$ cat config.mk
export PLATFORM = sky130hd
export DESIGN_NAME = radar_vitals_frame_parser_median_top
export DESIGN_NICKNAME = d
export VERILOG_FILES = /design/src/hdl/rvfp_pkg.sv /design/src/hdl/rvfp_window.sv /design/src/hdl/rvfp_ctrl.sv /design/src/hdl/rvfp_dpath.sv /design/src/hdl/radar_vitals_frame_parser_median_top.sv
export SDC_FILE = /design/constraint.sdc
export NUM_CORES = 1
export LEC_CHECK = 0
export BUFFER_PORTS_ARGS = -buffer_cell sky130_fd_sc_hd__buf_2
export CAP_MARGIN = 20
export CORE_MARGIN = 4
export CORE_UTILIZATION = 45
export DETAILED_ROUTE_END_ITERATION = 7
export PLACE_DENSITY = 0.73
export SYNTH_ARGS = -nofsm -noshare
export SYNTH_HDL_FRONTEND = slang
export SYNTH_SLANG_ARGS = --single-unit
$ cat constraint.sdc
create_clock -name i_clk -period 10.24 [get_ports i_clk]
set_input_delay 0 -clock i_clk [delete_from_list [all_inputs] [get_ports i_clk]]
set_output_delay 0 -clock i_clk [all_outputs]
set_load 0.02 [all_outputs]
$ cat src/hdl/rvfp_pkg.sv
`default_nettype none
package rvfp_pkg;

    // payload bytes kept for decoding
    localparam int HEAD_BYTES = 12;

    // register indexes on the write port
    localparam logic CFG_SYNC  = 1'b0;
    localparam logic CFG_COMBO = 1'b1;

    // ieee single bit patterns of the range limits
    localparam logic [31:0] HEART_LO  = 32'h4220_0000;  // 40.0
    localparam logic [31:0] HEART_HI  = 32'h4334_0000;  // 180.0
    localparam logic [31:0] BREATH_LO = 32'h4100_0000;  // 8.0
    localparam logic [31:0] BREATH_HI = 32'h420C_0000;  // 35.0
    localparam logic [31:0] DIST_LO   = 32'h3D4C_CCCD;  // 0.05
    localparam logic [31:0] DIST_HI   = 32'h40A0_0000;  // 5.0

    // byte parser phases
    typedef enum logic [9:0] {
        PH_SYNC   = 10'b00_0000_0001,
        PH_SEQ_HI = 10'b00_0000_0010,
        PH_SEQ_LO = 10'b00_0000_0100,
        PH_LEN_HI = 10'b00_0000_1000,
        PH_LEN_LO = 10'b00_0001_0000,
        PH_MARK   = 10'b00_0010_0000,
        PH_DATA   = 10'b00_0100_0000,
        PH_TRL0   = 10'b00_1000_0000,
        PH_TRL1   = 10'b01_0000_0000,
        PH_TRL2   = 10'b10_0000_0000
    } t_phase;

    // frame finish sequence
    typedef enum logic [3:0] {
        ST_RX   = 4'b0001,
        ST_PUSH = 4'b0010,
        ST_MED  = 4'b0100,
        ST_LOAD = 4'b1000
    } t_state;

    typedef struct packed {
        logic cap_seq_hi;
        logic cap_seq_lo;
        logic cap_len_hi;
        logic cap_len_lo;
        logic idx_clr;
        logic data_wr;
        logic push;
        logic med_step;
        logic load;
    } t_cmd;

    typedef struct packed {
        logic sync_hit;
        logic len_big;
        logic len_zero;
        logic data_last;
        logic med_last;
        logic out_busy;
    } t_sts;

endpackage
`default_nettype wire

$ cat src/hdl/rvfp_window.sv
`default_nettype none
module rvfp_window #(
    parameter int DEPTH = 7
) (
    input  wire logic                         i_clk,
    input  wire logic                         i_rst_n,
    input  wire logic                         i_push,
    input  wire logic [7:0]                   i_push_val,
    input  wire logic                         i_step,
    input  wire logic [$clog2(DEPTH)-1:0]     i_idx,
    output logic      [7:0]                   o_hold,
    output logic                              o_new_med
);
    localparam int IW = $clog2(DEPTH);
    localparam int FW = $clog2(DEPTH + 1);

    logic [7:0]    r_win [DEPTH];
    logic [IW-1:0] r_pos;
    logic [FW-1:0] r_fill;
    logic          r_upd;
    logic [7:0]    r_hold;
    logic [FW-1:0] n_fill;
    logic [7:0]    w_cand;
    logic [FW-1:0] w_lt;
    logic [FW-1:0] w_le;
    logic          w_hit;

    assign n_fill = (r_fill < FW'(DEPTH)) ? r_fill + 1'b1 : r_fill;

    // rank of the candidate among the valid entries
    always_comb begin
        w_cand = r_win[i_idx];
        w_lt   = '0;
        w_le   = '0;
        for (int j = 0; j < DEPTH; j++) begin
            if (FW'(j) < r_fill) begin
                w_lt = w_lt + FW'(r_win[j] < w_cand);
                w_le = w_le + FW'(r_win[j] <= w_cand);
            end
        end
        w_hit = (FW'(i_idx) < r_fill) && (w_lt <= (r_fill >> 1)) && (w_le > (r_fill >> 1));
    end

    // window write
    always_ff @(posedge i_clk) begin
        if (i_push) begin
            r_win[r_pos] <= i_push_val;
        end
    end

    // pointer, fill and held median
    always_ff @(posedge i_clk) begin
        if (!i_rst_n) begin
            r_pos  <= '0;
            r_fill <= '0;
            r_upd  <= 1'b0;
            r_hold <= '0;
        end else begin
            if (i_push) begin
                r_pos  <= (r_pos == IW'(DEPTH - 1)) ? '0 : r_pos + 1'b1;
                r_fill <= n_fill;
                r_upd  <= (n_fill >= FW'(3));
            end else if (i_step && r_upd && w_hit) begin
                r_hold <= w_cand;
            end
        end
    end

    assign o_hold    = r_hold;
    assign o_new_med = r_upd;
endmodule
`default_nettype wire

$ cat src/hdl/rvfp_ctrl.sv
`default_nettype none
module rvfp_ctrl (
    input  wire logic          i_clk,
    input  wire logic          i_rst_n,
    input  wire logic          i_valid,
    output logic               o_ready,
    input  wire rvfp_pkg::t_sts i_sts,
    output rvfp_pkg::t_cmd     o_cmd
);
    import rvfp_pkg::*;

    t_phase r_ph, n_ph;
    t_state r_st, n_st;
    logic   w_acc;

    assign o_ready = (r_st == ST_RX) && !((r_ph == PH_TRL2) && i_sts.out_busy);
    assign w_acc   = i_valid && o_ready;

    // parser phase and finish sequence
    always_comb begin
        n_ph = r_ph;
        n_st = r_st;
        if (w_acc) begin
            unique case (r_ph)
                PH_SYNC:   if (i_sts.sync_hit) n_ph = PH_SEQ_HI;
                PH_SEQ_HI: n_ph = PH_SEQ_LO;
                PH_SEQ_LO: n_ph = PH_LEN_HI;
                PH_LEN_HI: n_ph = PH_LEN_LO;
                PH_LEN_LO: n_ph = i_sts.len_big ? PH_SYNC : PH_MARK;
                PH_MARK:   n_ph = i_sts.len_zero ? PH_TRL0 : PH_DATA;
                PH_DATA:   if (i_sts.data_last) n_ph = PH_TRL0;
                PH_TRL0:   n_ph = PH_TRL1;
                PH_TRL1:   n_ph = PH_TRL2;
                PH_TRL2: begin
                    n_ph = PH_SYNC;
                    n_st = ST_PUSH;
                end
                default:   n_ph = PH_SYNC;
            endcase
        end
        unique case (r_st)
            ST_RX:   ;
            ST_PUSH: n_st = ST_MED;
            ST_MED:  if (i_sts.med_last) n_st = ST_LOAD;
            ST_LOAD: n_st = ST_RX;
            default: n_st = ST_RX;
        endcase
    end

    always_ff @(posedge i_clk) begin
        if (!i_rst_n) begin
            r_ph <= PH_SYNC;
            r_st <= ST_RX;
        end else begin
            r_ph <= n_ph;
            r_st <= n_st;
        end
    end

    // datapath commands
    always_comb begin
        o_cmd.cap_seq_hi = w_acc && (r_ph == PH_SEQ_HI);
        o_cmd.cap_seq_lo = w_acc && (r_ph == PH_SEQ_LO);
        o_cmd.cap_len_hi = w_acc && (r_ph == PH_LEN_HI);
        o_cmd.cap_len_lo = w_acc && (r_ph == PH_LEN_LO);
        o_cmd.idx_clr    = w_acc && (r_ph == PH_MARK);
        o_cmd.data_wr    = w_acc && (r_ph == PH_DATA);
        o_cmd.push       = (r_st == ST_PUSH);
        o_cmd.med_step   = (r_st == ST_MED);
        o_cmd.load       = (r_st == ST_LOAD);
    end
endmodule
`default_nettype wire

$ cat src/hdl/rvfp_dpath.sv
`default_nettype none
module rvfp_dpath #(
    parameter int WINDOW_DEPTH = 7,
    parameter int MAX_PAYLOAD  = 64
) (
    input  wire logic           i_clk,
    input  wire logic           i_rst_n,
    input  wire logic           i_cfg_wr_en,
    input  wire logic           i_cfg_idx,
    input  wire logic [7:0]     i_cfg_wdata,
    input  wire logic [7:0]     i_rx_byte,
    input  wire rvfp_pkg::t_cmd i_cmd,
    output rvfp_pkg::t_sts      o_sts,
    output logic                o_valid,
    input  wire logic           i_ready,
    output logic [15:0]         o_frame_seq,
    output logic [6:0]          o_frame_len,
    output logic                o_was_combo,
    output logic [7:0]          o_heart_bpm,
    output logic [5:0]          o_breath_rpm,
    output logic [31:0]         o_distance_bits,
    output logic                o_target_seen
);
    import rvfp_pkg::*;

    localparam int XW = $clog2(MAX_PAYLOAD + 1);
    localparam int MW = $clog2(WINDOW_DEPTH);

    logic [7:0]    r_sync;
    logic [6:0]    r_combo;
    logic [15:0]   r_seq;
    logic [15:0]   r_len;
    logic [XW-1:0] r_idx;
    logic [7:0]    r_head [HEAD_BYTES];
    logic [MW-1:0] r_mi;
    logic          r_was_combo;
    logic [31:0]   r_dist;
    logic          r_target;
    logic          r_out_valid;
    logic [31:0]   w_hr;
    logic [31:0]   w_br;
    logic [31:0]   w_ds;
    logic          w_combo;
    logic          w_hr_ok;
    logic          w_br_ok;
    logic          w_ds_ok;
    logic [7:0]    w_heart;
    logic [7:0]    w_breath;
    logic          w_heart_new;

    // floor(v + 0.5) for a positive single from 8 up to below 255.5
    function automatic logic [7:0] f_round(input logic [31:0] b);
        logic [7:0]  sh;
        logic [23:0] t;
        logic [8:0]  r;
        sh = 8'd149 - b[30:23];
        t  = {1'b1, b[22:0]} >> sh;
        r  = t[8:0] + 9'd1;
        return r[8:1];
    endfunction

    // configuration registers
    always_ff @(posedge i_clk) begin
        if (!i_rst_n) begin
            r_sync  <= 8'd1;
            r_combo <= 7'd12;
        end else if (i_cfg_wr_en) begin
            unique case (i_cfg_idx)
                CFG_SYNC:  r_sync  <= i_cfg_wdata;
                CFG_COMBO: r_combo <= i_cfg_wdata[6:0];
                default:   ;
            endcase
        end
    end

    // header fields and payload index
    always_ff @(posedge i_clk) begin
        if (!i_rst_n) begin
            r_seq <= '0;
            r_len <= '0;
            r_idx <= '0;
        end else begin
            if (i_cmd.cap_seq_hi) r_seq <= {i_rx_byte, 8'h00};
            if (i_cmd.cap_seq_lo) r_seq <= {r_seq[15:8], i_rx_byte};
            if (i_cmd.cap_len_hi) r_len <= {i_rx_byte, 8'h00};
            if (i_cmd.cap_len_lo) r_len <= {r_len[15:8], i_rx_byte};
            if (i_cmd.idx_clr)    r_idx <= '0;
            else if (i_cmd.data_wr) r_idx <= r_idx + 1'b1;
        end
    end

    // payload head store
    always_ff @(posedge i_clk) begin
        if (i_cmd.data_wr && (16'(r_idx) < 16'(HEAD_BYTES))) begin
            r_head[r_idx[3:0]] <= i_rx_byte;
        end
    end

    assign o_sts.sync_hit  = (i_rx_byte == r_sync);
    assign o_sts.len_big   = ({r_len[15:8], i_rx_byte} > 16'(MAX_PAYLOAD));
    assign o_sts.len_zero  = (r_len == 16'd0);
    assign o_sts.data_last = ((16'(r_idx) + 16'd1) >= r_len);
    assign o_sts.med_last  = (r_mi == MW'(WINDOW_DEPTH - 1));
    assign o_sts.out_busy  = r_out_valid;

    // decode and range check of the three readings
    always_comb begin
        w_hr    = {r_head[3], r_head[2], r_head[1], r_head[0]};
        w_br    = {r_head[7], r_head[6], r_head[5], r_head[4]};
        w_ds    = {r_head[11], r_head[10], r_head[9], r_head[8]};
        w_combo = (r_len == {9'd0, r_combo});
        w_hr_ok = !w_hr[31] && (w_hr >= HEART_LO) && (w_hr <= HEART_HI);
        w_br_ok = !w_br[31] && (w_br >= BREATH_LO) && (w_br <= BREATH_HI);
        w_ds_ok = !w_ds[31] && (w_ds > DIST_LO) && (w_ds < DIST_HI);
    end

    rvfp_window #(.DEPTH(WINDOW_DEPTH)) u_heart (
        .i_clk      (i_clk),
        .i_rst_n    (i_rst_n),
        .i_push     (i_cmd.push && w_combo && w_hr_ok),
        .i_push_val (f_round(w_hr)),
        .i_step     (i_cmd.med_step),
        .i_idx      (r_mi),
        .o_hold     (w_heart),
        .o_new_med  (w_heart_new)
    );

    rvfp_window #(.DEPTH(WINDOW_DEPTH)) u_breath (
        .i_clk      (i_clk),
        .i_rst_n    (i_rst_n),
        .i_push     (i_cmd.push && w_combo && w_br_ok),
        .i_push_val (f_round(w_br)),
        .i_step     (i_cmd.med_step),
        .i_idx      (r_mi),
        .o_hold     (w_breath),
        .o_new_med  ()
    );

    // median sweep counter, distance and target flag
    always_ff @(posedge i_clk) begin
        if (!i_rst_n) begin
            r_mi        <= '0;
            r_dist      <= '0;
            r_target    <= 1'b0;
            r_was_combo <= 1'b0;
        end else begin
            if (i_cmd.push) begin
                r_mi        <= '0;
                r_was_combo <= w_combo;
                if (w_combo && w_ds_ok) r_dist <= w_ds;
            end else if (i_cmd.med_step && !o_sts.med_last) begin
                r_mi <= r_mi + 1'b1;
            end
            // heart window holds three or more readings once pushed
            if (i_cmd.med_step && w_heart_new) r_target <= 1'b1;
        end
    end

    // result register
    always_ff @(posedge i_clk) begin
        if (!i_rst_n) begin
            r_out_valid <= 1'b0;
        end else if (i_cmd.load) begin
            r_out_valid <= 1'b1;
        end else if (i_ready) begin
            r_out_valid <= 1'b0;
        end
    end

    always_ff @(posedge i_clk) begin
        if (i_cmd.load) begin
            o_frame_seq     <= r_seq;
            o_frame_len     <= r_len[6:0];
            o_was_combo     <= r_was_combo;
            o_heart_bpm     <= w_heart;
            o_breath_rpm    <= w_breath[5:0];
            o_distance_bits <= r_dist;
            o_target_seen   <= r_target;
        end
    end

    assign o_valid = r_out_valid;
endmodule
`default_nettype wire

$ cat src/hdl/radar_vitals_frame_parser_median_top.sv
// radar vital-signs frame parser with median filtering
// input channel: one received byte per transfer (i_valid / o_ready)
// output channel: one result per completed frame (o_valid / i_ready)
// config port: i_cfg_wr_en with i_cfg_idx 0 = sync byte, 1 = combo length
// a byte is taken when i_valid and o_ready are both high; every byte inside
// a frame but the last trailer byte is accepted back to back
// after the last trailer byte the block pushes the readings into the windows,
// then ranks one window entry per cycle for the median over all WINDOW_DEPTH
// entries, then loads the result register and raises o_valid; o_ready is low
// from that transfer until the result register is loaded
// a waiting result does not stop byte intake; only the last trailer byte
// of the next frame is held off until the receiver takes the result
// reset (synchronous, active low) returns the parser to sync search, clears
// windows, held values, target flag and the result valid, and loads the
// sync byte 1 and combo length 12
`default_nettype none
module radar_vitals_frame_parser_median_top #(
    parameter int WINDOW_DEPTH = 7,
    parameter int MAX_PAYLOAD  = 64
) (
    input  wire logic        i_clk,
    input  wire logic        i_rst_n,
    input  wire logic        i_cfg_wr_en,
    input  wire logic        i_cfg_idx,
    input  wire logic [7:0]  i_cfg_wdata,
    input  wire logic        i_valid,
    output logic             o_ready,
    input  wire logic [7:0]  i_rx_byte,
    output logic             o_valid,
    input  wire logic        i_ready,
    output logic [15:0]      o_frame_seq,
    output logic [6:0]       o_frame_len,
    output logic             o_was_combo,
    output logic [7:0]       o_heart_bpm,
    output logic [5:0]       o_breath_rpm,
    output logic [31:0]      o_distance_bits,
    output logic             o_target_seen
);
    import rvfp_pkg::*;

    t_cmd w_cmd;
    t_sts w_sts;

    rvfp_ctrl u_ctrl (
        .i_clk   (i_clk),
        .i_rst_n (i_rst_n),
        .i_valid (i_valid),
        .o_ready (o_ready),
        .i_sts   (w_sts),
        .o_cmd   (w_cmd)
    );

    rvfp_dpath #(
        .WINDOW_DEPTH (WINDOW_DEPTH),
        .MAX_PAYLOAD  (MAX_PAYLOAD)
    ) u_dpath (
        .i_clk           (i_clk),
        .i_rst_n         (i_rst_n),
        .i_cfg_wr_en     (i_cfg_wr_en),
        .i_cfg_idx       (i_cfg_idx),
        .i_cfg_wdata     (i_cfg_wdata),
        .i_rx_byte       (i_rx_byte),
        .i_cmd           (w_cmd),
        .o_sts           (w_sts),
        .o_valid         (o_valid),
        .i_ready         (i_ready),
        .o_frame_seq     (o_frame_seq),
        .o_frame_len     (o_frame_len),
        .o_was_combo     (o_was_combo),
        .o_heart_bpm     (o_heart_bpm),
        .o_breath_rpm    (o_breath_rpm),
        .o_distance_bits (o_distance_bits),
        .o_target_seen   (o_target_seen)
    );
endmodule
`default_nettype wire

======== Word level (Yosys, flattened, before mapping) ========
Memories as Yosys holds them, arrays and structs flattened. A register that Yosys moved wholly into a read port is not among the register bits.
Cells that the tools add are included.
Widths: inputs -> output; s select.
word-level totals
  register bits after elaboration ......... 205
  latch bits .............................. 0
  bits in writable memories ............... 208
  bits in read-only memories .............. 0
  bits of input ports ..................... 22
  output and inout port bits .............. 73
  logic and storage cells ................. 262
  memories kept ........................... 3
memories
  name                    depth  width  rd ports  clocked after Yosys merged registers in  write ports  RTL line           source
  u_dpath.r_head          12     8      12        0                                        1            rvfp_dpath.sv:34   logic [7:0] r_head [HEAD_BYTES];
  u_dpath.u_breath.r_win  7      8      8         1                                        1            rvfp_window.sv:17  logic [7:0] r_win [DEPTH];
  u_dpath.u_heart.r_win   7      8      8         1                                        1            rvfp_window.sv:17
cells by class
  add/subtract/negate cells ............... 35
  $mul .................................... 0
  divide/modulo/power cells ............... 0
  magnitude comparators ................... 61
  eq/ne operators ......................... 21
  shift-type cells ........................ 2
  muxes and demuxes ....................... 57
  bitwise gates (word level) .............. 6
  reduce and logical (&&, ||, !) cells .... 48
operator list
  kind                  number
  $le 8x8->1            14
  $lt 8x8->1            14
  $mux 3                32
  $pmux 10 s9           1
  $add 3x1->3           24
  $ge 32x31->1 const B  2
  $le 32x31->1 const B  2
  $shr 24x8->9          2
  $mux 8                5
  $gt 32x30->1 const B  1
  $lt 32x31->1 const B  1
  $logic_and 1x1->1     29
  $mux 10               2
  $add 9x1->9 const B   2
  $lt 3x3->1 const A    6
  $eq 16x7->1           1
  $ge 8x16->1           1
  $gt 16x7->1 const B   1
  $logic_not 16->1      1
  $sub 8x8->8 const A   2
  $add 3x1->3 const B   5
  $reduce_and 2->1      7
  $lt 1x3->1 const A    4
  $lt 2x3->1 const A    4
  34 further kinds      67

======== Longest topological paths before layout ========
Gate-level depths: netlist (run 1).
An unclocked memory read counts as a cell.
  word-level depth ........................ 20
  mapped depth ............................ 44
  depth with buffers taken out ............ 41

======== Hierarchy ========
Synthesis (run 1) repeated with hierarchy kept, for this count alone.
unflattened totals
  cell total of the unflattened synthesis .. 2059
  area, all modules ....................... 24110.6 um^2
modules (own cells, without submodules)
  module                          instances  cells an instance  area an instance (um^2)  seq. area each (um^2)
  rvfp_dpath                      1          1003               12326.8                  6856.6
  rvfp_window (u_dpath.u_heart)   1          469                5452.7                   2222.1
  rvfp_window (u_dpath.u_breath)  1          465                5427.7                   2222.1
  rvfp_ctrl                       1          122                903.4                    280.3

======== Worst setup path after synthesis (run 1) ========
Ideal clock, no wire load.
  path type ............................... register to register
  start point ............................. register with a tool-made name
  end point ............................... register u_dpath.u_breath.r_hold[0] (netlist: u_dpath.u_breath.o_hold[0])
  library setup time ...................... 0.128 ns
  arrival time ............................ 8.529 ns
  required time ........................... 10.112 ns
  path slack .............................. 1.583 ns
  stages on the path, launching flop included .. 45
  path buffers ............................ 3
  period minus slack after synthesis ...... 8.657 ns
  cell sequence ........................... dfxtp_1 -> clkbuf_1 -> buf_1 -> mux4_2 -> mux2i_1 -> ha_1 -> nor2b_1 -> o21a_1 -> o21a_1 -> o21a_1 -> o21a_1 -> o211ai_1 -> a21oi_1 -> inv_1 -> ha_1 -> nor2_1 -> a21oi_1 -> ha_1 -> [9 not listed] -> ha_1 -> nand2_1 -> o21ai_0 -> a21oi_1 -> o21ai_0 -> ha_1 -> mux4_2 -> o21ai_0 -> a21o_1 -> ha_1 -> inv_1 -> a21oi_1 -> a21oi_1 -> a31o_2 -> o221ai_1 -> clkbuf_1 -> mux2i_1 -> nor2_1
RTL lines
  what                    RTL line           source
  end signal: assignment  rvfp_window.sv:64  r_hold <= w_cand;
  end: declaration        rvfp_window.sv:21  logic [7:0] r_hold;

==> flow_summary_export.csv, run 1 <==
group,metric,value,unit
status,outcome,"finished, final reports clean",
clock_tree,cts_max_path_buffers,3,
final_layout,synthToLayoutAreaGrowth,12.5,%
critical_path,cp_slowest_cell,"dfxtp_1",
route,vias,16900,
yosys,synth_cell_types,88,
pwr,p_leak,9.69,nW
route,routed_via_density,5.90,
sta,hold_ws,0.242,ns
clock_tree,clk_transition_reported_paths,0.06,ns
clock_tree,post-cts-setup-buffer-count,0,
pwr,vdd_ir_drop_max,158,uV
route,drt_iter0_drc,1396,
sta,tightest_slew,0.992,ns
final_layout,layout.nets,2349,
die,core-area,0.0524,sq mm
placed_design,dpl_cell_area,0.0250,sq mm
critical_path,critPathLaunchType,"register",
yosys,synthArstFlopShare,0,%
sta,finalCriticalPeriod,9.17,ns
pwr,p_per_area,132,mW/mm^2
critical_path,path_delay_family,"compound AO/OA/AOI/OAI gates",
die,dieArea,0.0566,sq mm
yosys,synth_fp_nets,2232,
sta,setup_viol,0,
yosys,netlist.top_cell.by_area,"edfxtp_1",
route,postRouteAntennaNets,0,
sta,fin_setup_tns,0,ns
sta,hold_viol_final,0,
yosys,synth_ff_type,"edfxtp_1",
die,pin_count,95,
yosys,syn_area,0.0238,sq mm
critical_path,cp_common_cell,"ha_1",
yosys,synthCells,2017,
sta,clock_skew,0.0205,ns
grt,grt_antenna_before_repair,1,
critical_path,critPathBufInv,2,
route,drtPass1Iterations,5,
critical_path,max_stage_delay,0.82,ns
placed_design,hpwlAfterDp,40600,um
sta,slew_viol_final,0,
clock_tree,worstSkewPairLatency,0.58,ns
yosys,synth_top_area_share,37.2,%
yosys,yosysWarnings,0,
pwr,power,3.52,mW
clock_tree,numCtsBuffers,44,
sta,max_freq,109,MHz
grt,grt_pass1_vias,16800,
grt,grtUsageTotal,19.8,%
critical_path,worstSetupPathType,"reg -> reg",
critical_path,arrival,9.59,ns
yosys,yosysSeqAreaShare,48.7,%
grt,grt_pass1_wl,90800,um
flow_run,maxCapViolations,0,
yosys,synth.area.top_cells,"edfxtp_1, dfxtp_1, ha_1",
grt,grt_max_degree,61,
yosys,synth_seq_cells,432,
clock_tree,clock_sinks,432,
clock_tree,root_buffer,"clkbuf_16",
yosys,syn_avg_cell_area,11.8,sq um
route,drc,0,
final_layout,num_antenna_cells,0,
final_layout,fillers,4387,
final_layout,design_area,0.0268,sq mm
route,wl_per_cell,20.0,um
yosys,synth-edff-count,295,
placed_design,gp_congestion,0.908,
clock_tree,cts_tree,"built",
sta,grt_setup_unrepaired,"false",
critical_path,cp-end-kind,"register",
die,rows,84,
die,die_h,238,um
sta,slew_headroom,33.9,%
die,start_util,45.4,%
final_layout,drive_gt1_share,15.7,%
placed_design,port_buffers,94,
sta,post-route-period-util,89.6,%
grt,overflow,0,
critical_path,crit_fanout,17,
critical_path,required,10.65,ns
route,wirelength,57300,um
clock_tree,htreeDepth,2,
min_path,hold_path.class,"in -> reg",
die,die_w,238,um
## timing repair
action	4_1_cts	5_1_grt
gates resized for setup	0	0
endpoints found under the hold margin	135	0
hold buffers	34	0
## kinds of logic after synthesis
logic type / share of synthesized area [%]
adders and majority gates: 10.1
buffers and inverters: 2.75
and+or+nand+nor: 13.2
AOI/OAI and AO/OA: 10.1
muxes: 12.6
xor gates and xnor gates: 2.43
DFF: 48.7
## where the power goes
group	switching [mW]	leakage, nW	total [mW]	internal [mW]
clock	0.683	0.724	1.62	0.934
combinational	0.0380	5.44	0.0549	0.0169
sequential	0.00215	3.52	1.85	1.85
total	0.723	9.69	3.52	2.80
## placed cells by master, fill, tap and decap left out, drive strengths merged, types with 16 or more instances in the layout
cell	n
a211oi	23
a21o	35
a21oi	114
a22oi	26
and2	16
buf	130
clkbuf	60
clkinv	16
dfxtp	137
dlygate4sd3	34
edfxtp	295
ha	193
inv	57
mux2	23
mux2i	80
mux4	85
nand2	148
nand2b	30
nand3	52
nand4	39
nor2	157
nor2b	32
nor3	41
nor4	23
o21ai	73
xnor2	30
xor2	36
## synth_stat cells (16+ instances only)
cell,instances
mux4_2,80
nor2b_1,32
nand2b_1,30
o21ai_0,72
dfxtp_1,137
a21o_1,35
a21oi_1,114
edfxtp_1,295
nor4_1,22
buf_2,19
nor2_1,155
nand4_1,39
a22oi_1,25
xnor2_1,30
inv_1,49
and2_1,16
nand3_1,52
a211oi_1,22
xor2_1,36
nor3_1,40
mux2i_1,80
mux2_2,23
nand2_1,148
clkbuf_1,53
ha_1,193
## registers in the layout, indices dropped and copies added, names as in the netlist, 6 cells and up, named ones only
name	flops
u_dpath.r_dist	32
u_ctrl.r_ph	10
u_dpath.o_distance_bits	32
u_dpath.u_heart.o_hold	8
u_dpath.o_heart_bpm	8
u_dpath.r_combo	7
u_dpath.r_len	16
u_dpath.r_idx	7
u_dpath.o_frame_seq	16
u_dpath.r_head	96
u_dpath.r_seq	16
u_dpath.u_breath.r_win	64
u_dpath.r_sync	8
u_dpath.u_breath.o_hold	6
u_dpath.o_breath_rpm	6
u_dpath.u_heart.r_win	64
u_dpath.o_frame_len	7
## metrics by stage
| stage | std cells | setup slack, ns | util (%) |
|---|---|---|---|
| after CTS | 2858 | 1.07 | 51.1 |
| after detailed placement | 2742 | 1.12 | 47.6 |
| after global routing | 2858 | 0.313 | 51.1 |
| final | 2858 | 1.07 | 51.1 |
| after global placement | 2742 | 1.40 | 47.6 |
| after floorplan | 2017 | 1.58 | - |
## final timing paths
kind	startpoint	end	slack, ns	cells past startpoint
setup / recovery	register	u_dpath.u_breath.o_hold[0]	1.07	41
hold / removal	i_cfg_wdata[3]	u_dpath.r_combo[3]	0.24	4
setup reg to reg	register	u_dpath.u_breath.o_hold[0]	1.07	41
hold reg to reg	u_dpath.u_breath.o_hold[3]	u_dpath.o_breath_rpm[3]	0.43	0
## layout make-up
class | instances | area, sq um | area share, %
inverters | 54 | 204 | 0.762
clock buffers | 60 | 1230 | 4.60
flip-flops and latches | 432 | 11600 | 43.3
clock inverters | 22 | 235 | 0.878
multi-input cells | 1438 | 11600 | 43.2
repair buffers | 164 | 1080 | 4.04
well taps | 688 | 861 | 3.21
## worst register-to-register path: cells and delay by family, from the launching register on
family / cells / cell delay [ns]
compound gates: 20 / 3.15
mux: 7 / 2.33
fa+ha+maj: 8 / 2.29
flops: 1 / 0.82
simple gates: 4 / 0.32
buf+inv: 2 / 0.14
## metal layers
| metal | GRT usage [%] | part of all wire (%) | wire length (um) |
|---|---|---|---|
| met1 | 25.7 | 42 | 23900 |
| met2 | 33.7 | 49 | 28200 |
| met4 | 6.40 | 2.7 | 1560 |
| met5 | 0 | 0.012 | 7 |
| met3 | 3.71 | 6.3 | 3630 |
Power figures use the tool's default switching activity.
==> run 2, diff against run 1 <==
CAP_MARGIN = 15   (was 20)
clock period = 8.61 ns   (was 10.24 ns; I/O delays follow)
==> run 2 against run 1 <==
Effect of this change: sequential power increased by 19%; die area unchanged; flip-flop and latch count did not move; power increased by 19%; global-route usage down 0.17 points; clock power grew 20%; cell area rose by 0.97%; first-iteration DRC count is 9.7% higher; fmax grew 13%; critical endpoint is now u_dpath.u_heart.o_hold[4].
==> flow_summary_export.csv, run 2 (synthesized netlist as in run 1, its figures left out) <==
group,metric,value,unit
status,outcome,"finished, final reports clean",
clock_tree,clock_sinks,432,
critical_path,cp_common_cell,"ha_1",
final_layout,drive_gt1_share,17.4,%
pwr,power.internal,3.34,mW
clock_tree,root_buffer,"clkbuf_16",
sta,slew_headroom,33.4,%
grt,use_met3,3.48,%
pwr,p_per_area,156,mW/mm^2
pwr,p_clk_share,46.2,%
min_path,hold_path.class,"in -> reg",
placed_design,gp_congestion,0.907,
sta,post-route-period-util,94.7,%
sta,finalCriticalPeriod,8.15,ns
sta,slew_viol_final,0,
final_layout,regArea,0.0116,sq mm
final_layout,layout.nets,2373,
placed_design,port_buffers,94,
pwr,swShare,20.7,%
sta,tightest_slew,0.992,ns
critical_path,cp-end-kind,"register",
sta,fin_setup_tns,0,ns
grt,met1_usage,25.9,%
route,drt_iter0_drc,1531,
route,drtPass1Iterations,6,
die,core-area,0.0524,sq mm
pwr,p_leak,9.79,nW
route,postRouteAntennaNets,0,
final_layout,design_area,0.0270,sq mm
grt,met2_usage,33.5,%
placed_design,dpl_cell_area,0.0251,sq mm
final_layout,mostFrequentLayoutCells,"edfxtp_1, ha_1, nor2_1, nand2_1, dfxtp_1",
route,wl_per_cell,19.8,um
final_layout,fillers,4377,
critical_path,required,9.11,ns
grt,grt_max_degree,68,
clock_tree,worstSkewPairLatency,0.58,ns
route,vias,17000,
die,start_util,45.4,%
clock_tree,clk_transition_reported_paths,0.07,ns
grt,grt_busiest_layer,"met2",
sta,setup_viol,0,
critical_path,max_stage_delay,0.51,ns
critical_path,cp_slowest_cell,"mux4_2",
grt,grt_antenna_before_repair,0,
route,wirelength,57100,um
route,drc,0,
grt,grtUsageTotal,19.6,%
grt,overflow,0,
sta,max_freq,123,MHz
grt,grt_pass1_vias,16700,
final_layout,num_antenna_cells,0,
critical_path,worstSetupPathType,"reg -> reg",
placed_design,hpwlAfterDp,40200,um
clock_tree,numCtsBuffers,43,
die,dieArea,0.0566,sq mm
grt,grt_pass1_wl,90600,um
pwr,p_seq_share,52.3,%
pwr,pwr-share-comb,1.5,%
sta,clock_skew,0.0255,ns
final_layout,layout_commonest_cell,"edfxtp_1",
sta,hold_ws,0.251,ns
sta,hold_viol_final,0,
die,die_w,238,um
pwr,switching_power,0.872,mW
clock_tree,cts_max_path_buffers,3,
flow_run,maxCapViolations,0,
die,pin_count,95,
final_layout,multi_input_area,0.0116,sq mm
min_path,min_from,"i_cfg_wdata[6]",
critical_path,critPathLaunchType,"register",
clock_tree,cts_tree,"built",
critical_path,arrival,8.65,ns
die,die_h,238,um
pwr,power,4.21,mW
critical_path,crit_fanout,8,
final_layout,largest_reg_flops,96,
pwr,vdd_ir_drop_max,162,uV
final_layout,synthToLayoutAreaGrowth,13.6,%
clock_tree,htreeDepth,2,
die,rows,84,
route,routed_via_density,5.89,
[run 2: cell types whose count changed in the layout (fill, tap and decap cells not counted), moves of 3 or more]
cell | before | now
buf_4 | 36 | 54
clkbuf_1 | 10 | 3
clkinvlp_4 | 0 | 6
clkbuf_8 | 5 | 0
buf_6 | 0 | 4
buf_2 | 94 | 97
bufinv_16 | 3 | 6
clkinv_2 | 7 | 10
[run 2: repair_timing]
item                                   CTS  global route
endpoints found under the hold margin  137             0
resized for setup                        0            20
setup buffers                            0            13
hold buffers                            32             0
setup endpoints to repair                0            14
[run 2: power by group through the flow]
| stage | sequential (mW) | combinational (mW) | clock (mW) |
|---|---|---|---|
| 2_1_floorplan | 2.25 | 0.0234 | 0 |
| 3_3_place_gp | 2.25 | 0.0510 | 0 |
| 6_report | 2.20 | 0.0638 | 1.94 |
| 4_1_cts | 2.20 | 0.0635 | 1.98 |
| 3_5_place_dp | 2.25 | 0.0522 | 0 |
| 5_1_grt | 2.20 | 0.0690 | 2.08 |
[run 2: cell type report]
type	instances	share of cell area (%)
flip-flops and latches	432	42.9
multi-input cells	1438	42.9
repair buffers	189	4.75
clock buffers	46	4.02
well taps	688	3.18
clock inverters	34	1.47
inverters	54	0.754
[run 2: path summary, 6_finish.rpt]
check | end | slack, ns | cells past startpoint
setup / recovery | u_dpath.u_heart.o_hold[4] | 0.46 | 39
hold / removal | u_dpath.r_combo[6] | 0.25 | 4
setup reg to reg | u_dpath.u_heart.o_hold[4] | 0.46 | 39
hold reg to reg | u_dpath.o_breath_rpm[1] | 0.43 | 0
[run 2: metal layers]
| layer | share of wire, % | vias up |
|---|---|---|
| met4 | 2.6 | 0 |
| met1 | 42 | 8366 |
| met3 | 5.8 | 101 |
| met2 | 49 | 548 |
| li1 | - | 7960 |
| met5 | 0 | - |
[run 2: critical path, delay by kind of cell, from the launching register on]
family	cells	cell delay, ns
compound gates	19	2.99
simple gates	6	0.88
fa+ha+maj	9	2.57
buf+inv	3	0.48
flops	1	0.42
mux	2	0.72
[run 2: metrics by stage]
step	cells	setup WS (ns)	util, %
6_report	2881	0.458	51.6
3_5_place_dp	2753	0.121	47.8
2_1_floorplan	2017	0.103	-
3_3_place_gp	2752	0.405	47.8
5_1_grt	2881	-0.0826	51.6
4_1_cts	2865	0.0590	51.2
==> run 3, diff against run 2 <==
CAP_MARGIN = 20   (was 15)
GPL_TIMING_DRIVEN = 0   (was not set)
==> run 3 against run 2 <==
Effect of this change: hold slack got worse by 0.012 ns; clock power about the same; sequential power hardly changed; sequential share of layout area decreased by 0.80 points; combinational power grew 7.5%; critical path depth is 4 higher; first-iteration DRC count up 5.7%; global-route usage grew 1.5 points; largest power group unchanged; cell area grew 1.9%.
==> flow_summary_export.csv, run 3 (synthesized netlist as in run 1, its figures left out) <==
group,metric,value,unit
grt,use_met3,3.63,%
critical_path,critPathBufInv,4,
sta,finalCriticalPeriod,8.41,ns
grt,met2_usage,35.9,%
sta,max_freq,119,MHz
die,start_util,45.4,%
grt,grt_max_degree,19,
final_layout,synthToLayoutAreaGrowth,15.8,%
critical_path,arrival,8.84,ns
route,postRouteAntennaNets,0,
final_layout,layout.nets,2429,
critical_path,max_stage_delay,0.54,ns
grt,grt_pass1_vias,17100,
critical_path,cp_slowest_cell,"mux4_2",
sta,hold_viol_final,0,
min_path,hold_path.class,"in -> reg",
route,drt_iter0_drc,1618,
route,routed_via_density,5.96,
sta,tightest_slew,1.01,ns
grt,overflow,0,
route,drc,0,
route,wirelength,60900,um
clock_tree,clk_transition_reported_paths,0.06,ns
status,outcome,"finished, final reports clean",
grt,grt_pass1_wl,95800,um
die,dieArea,0.0566,sq mm
critical_path,required,9.04,ns
critical_path,cp-end-kind,"register",
grt,grtUsageTotal,21.1,%
clock_tree,htreeDepth,2,
pwr,p_leak,9.99,nW
sta,slew_headroom,32.4,%
route,wl_per_cell,20.7,um
die,die_w,238,um
grt,met1_usage,27.7,%
critical_path,crit_fanout,5,
critical_path,ff2ff_setup_slack,0.20,ns
clock_tree,cts_max_path_buffers,3,
critical_path,endpoint,"u_dpath.u_breath.o_hold[0]",
route,drtPass1Iterations,6,
sta,post-route-period-util,97.7,%
critical_path,r2r_cells,43,
clock_tree,root_buffer,"clkbuf_16",
sta,slew_viol_final,0,
die,pin_count,95,
flow_run,maxCapViolations,0,
pwr,power,4.20,mW
sta,setup_viol,0,
critical_path,crit_cells,43,
placed_design,gp_congestion,0.946,
final_layout,num_antenna_cells,0,
critical_path,critPathLaunchType,"register",
clock_tree,cts_tree,"built",
sta,grt_setup_unrepaired,"true",
pwr,vdd_ir_drop_max,154,uV
clock_tree,numCtsBuffers,45,
pwr,p_per_area,152,mW/mm^2
clock_tree,clock_sinks,432,
grt,grt_busiest_layer,"met2",
route,vias,17500,
sta,clock_skew,0.0179,ns
final_layout,mostFrequentLayoutCells,"edfxtp_1, ha_1, nor2_1, nand2_1, dfxtp_1",
critical_path,timing.rr.end,"u_dpath.u_breath.o_hold[0]",
final_layout,largest_reg_flops,96,
final_layout,layout_commonest_cell,"edfxtp_1",
sta,fin_setup_tns,0,ns
grt,grt_antenna_before_repair,0,
die,rows,84,
placed_design,port_buffers,92,
die,core-area,0.0524,sq mm
critical_path,worstSetupPathType,"reg -> reg",
die,die_h,238,um
final_layout,drive_gt1_share,18.7,%
clock_tree,worstSkewPairLatency,0.59,ns
placed_design,hpwlAfterDp,44000,um
critical_path,path_delay_family,"compound AO/OA/AOI/OAI gates",
==> run 3: metal layers <==
layer | routed length (um) | up-vias
met5 | 0 | -
met4 | 1930 | 0
met3 | 4000 | 122
met2 | 29800 | 682
met1 | 25200 | 8638
li1 | - | 8088
==> run 3: worst register-to-register path: cells and delay by family (launching register included) <==
kind / cells / cell delay [ns]
flip-flops: 1 / 0.42
adder cells (fa/ha/maj): 8 / 2.21
multiplexers: 7 / 2.07
AND/OR/NAND/NOR: 4 / 0.33
buffers and inverters: 4 / 0.43
AO/OA/AOI/OAI: 20 / 2.81
==> run 3: final cells by class <==
| type | count | area [sq um] |
|---|---|---|
| multi-input cells | 1438 | 11800 |
| clock inverters | 17 | 163 |
| well taps | 688 | 861 |
| clock buffers | 67 | 1330 |
| flip-flops and latches | 432 | 11600 |
| plain buffers | 90 | 529 |
| inverters | 54 | 203 |
| fillers | 4397 | 24900 |
| repair buffers | 153 | 1030 |
==> run 3: metrics by stage <==
stage	util, %	hold slack, ns	cell area, sq um	instances	setup WS (ns)
2_1_floorplan	-	0.0989	23800	2017	0.103
3_3_place_gp	47.9	0.263	25100	2797	-4.04
3_5_place_dp	48.1	0.256	25200	2810	-1.49
4_1_cts	51.8	0.217	27200	2918	0.0335
5_1_grt	52.5	0.252	27600	2939	-0.134
6_report	52.5	0.240	27600	2939	0.199
==> run 3: how the worst min path moves through the flow <==
stage                    from                    to  slack (ns)  cells past startpoint
2_1_floorplan    i_rx_byte[0]  u_dpath.r_head[0][0]         0.1                      0
6_report       i_cfg_wdata[7]     u_dpath.r_sync[7]        0.24                      4
3_5_place_dp   i_cfg_wdata[0]     u_dpath.r_sync[0]        0.26                      3
5_1_grt        i_cfg_wdata[3]     u_dpath.r_sync[3]        0.25                      4
3_3_place_gp   i_cfg_wdata[5]     u_dpath.r_sync[5]        0.26                      3
4_1_cts        i_cfg_wdata[2]     u_dpath.r_sync[2]        0.22                      4
==> run 3: what timing repair did <==
item | in CTS | in global routing
pin swaps | 1 | 23
setup buffers | 5 | 18
hold buffers | 22 | 0
gates cloned | 0 | 2
hold endpoints to repair | 135 | 0
setup endpoints to repair | 14 | 14
gates resized for setup | 51 | 43
==> run 3: power breakdown <==
part / total, mW / leakage (nW) / switching, mW / internal, mW
clock: 1.93 / 0.729 / 0.819 / 1.11
combinational: 0.0686 / 5.73 / 0.0498 / 0.0187
sequential: 2.20 / 3.53 / 0.00246 / 2.20
total: 4.20 / 9.99 / 0.871 / 3.33
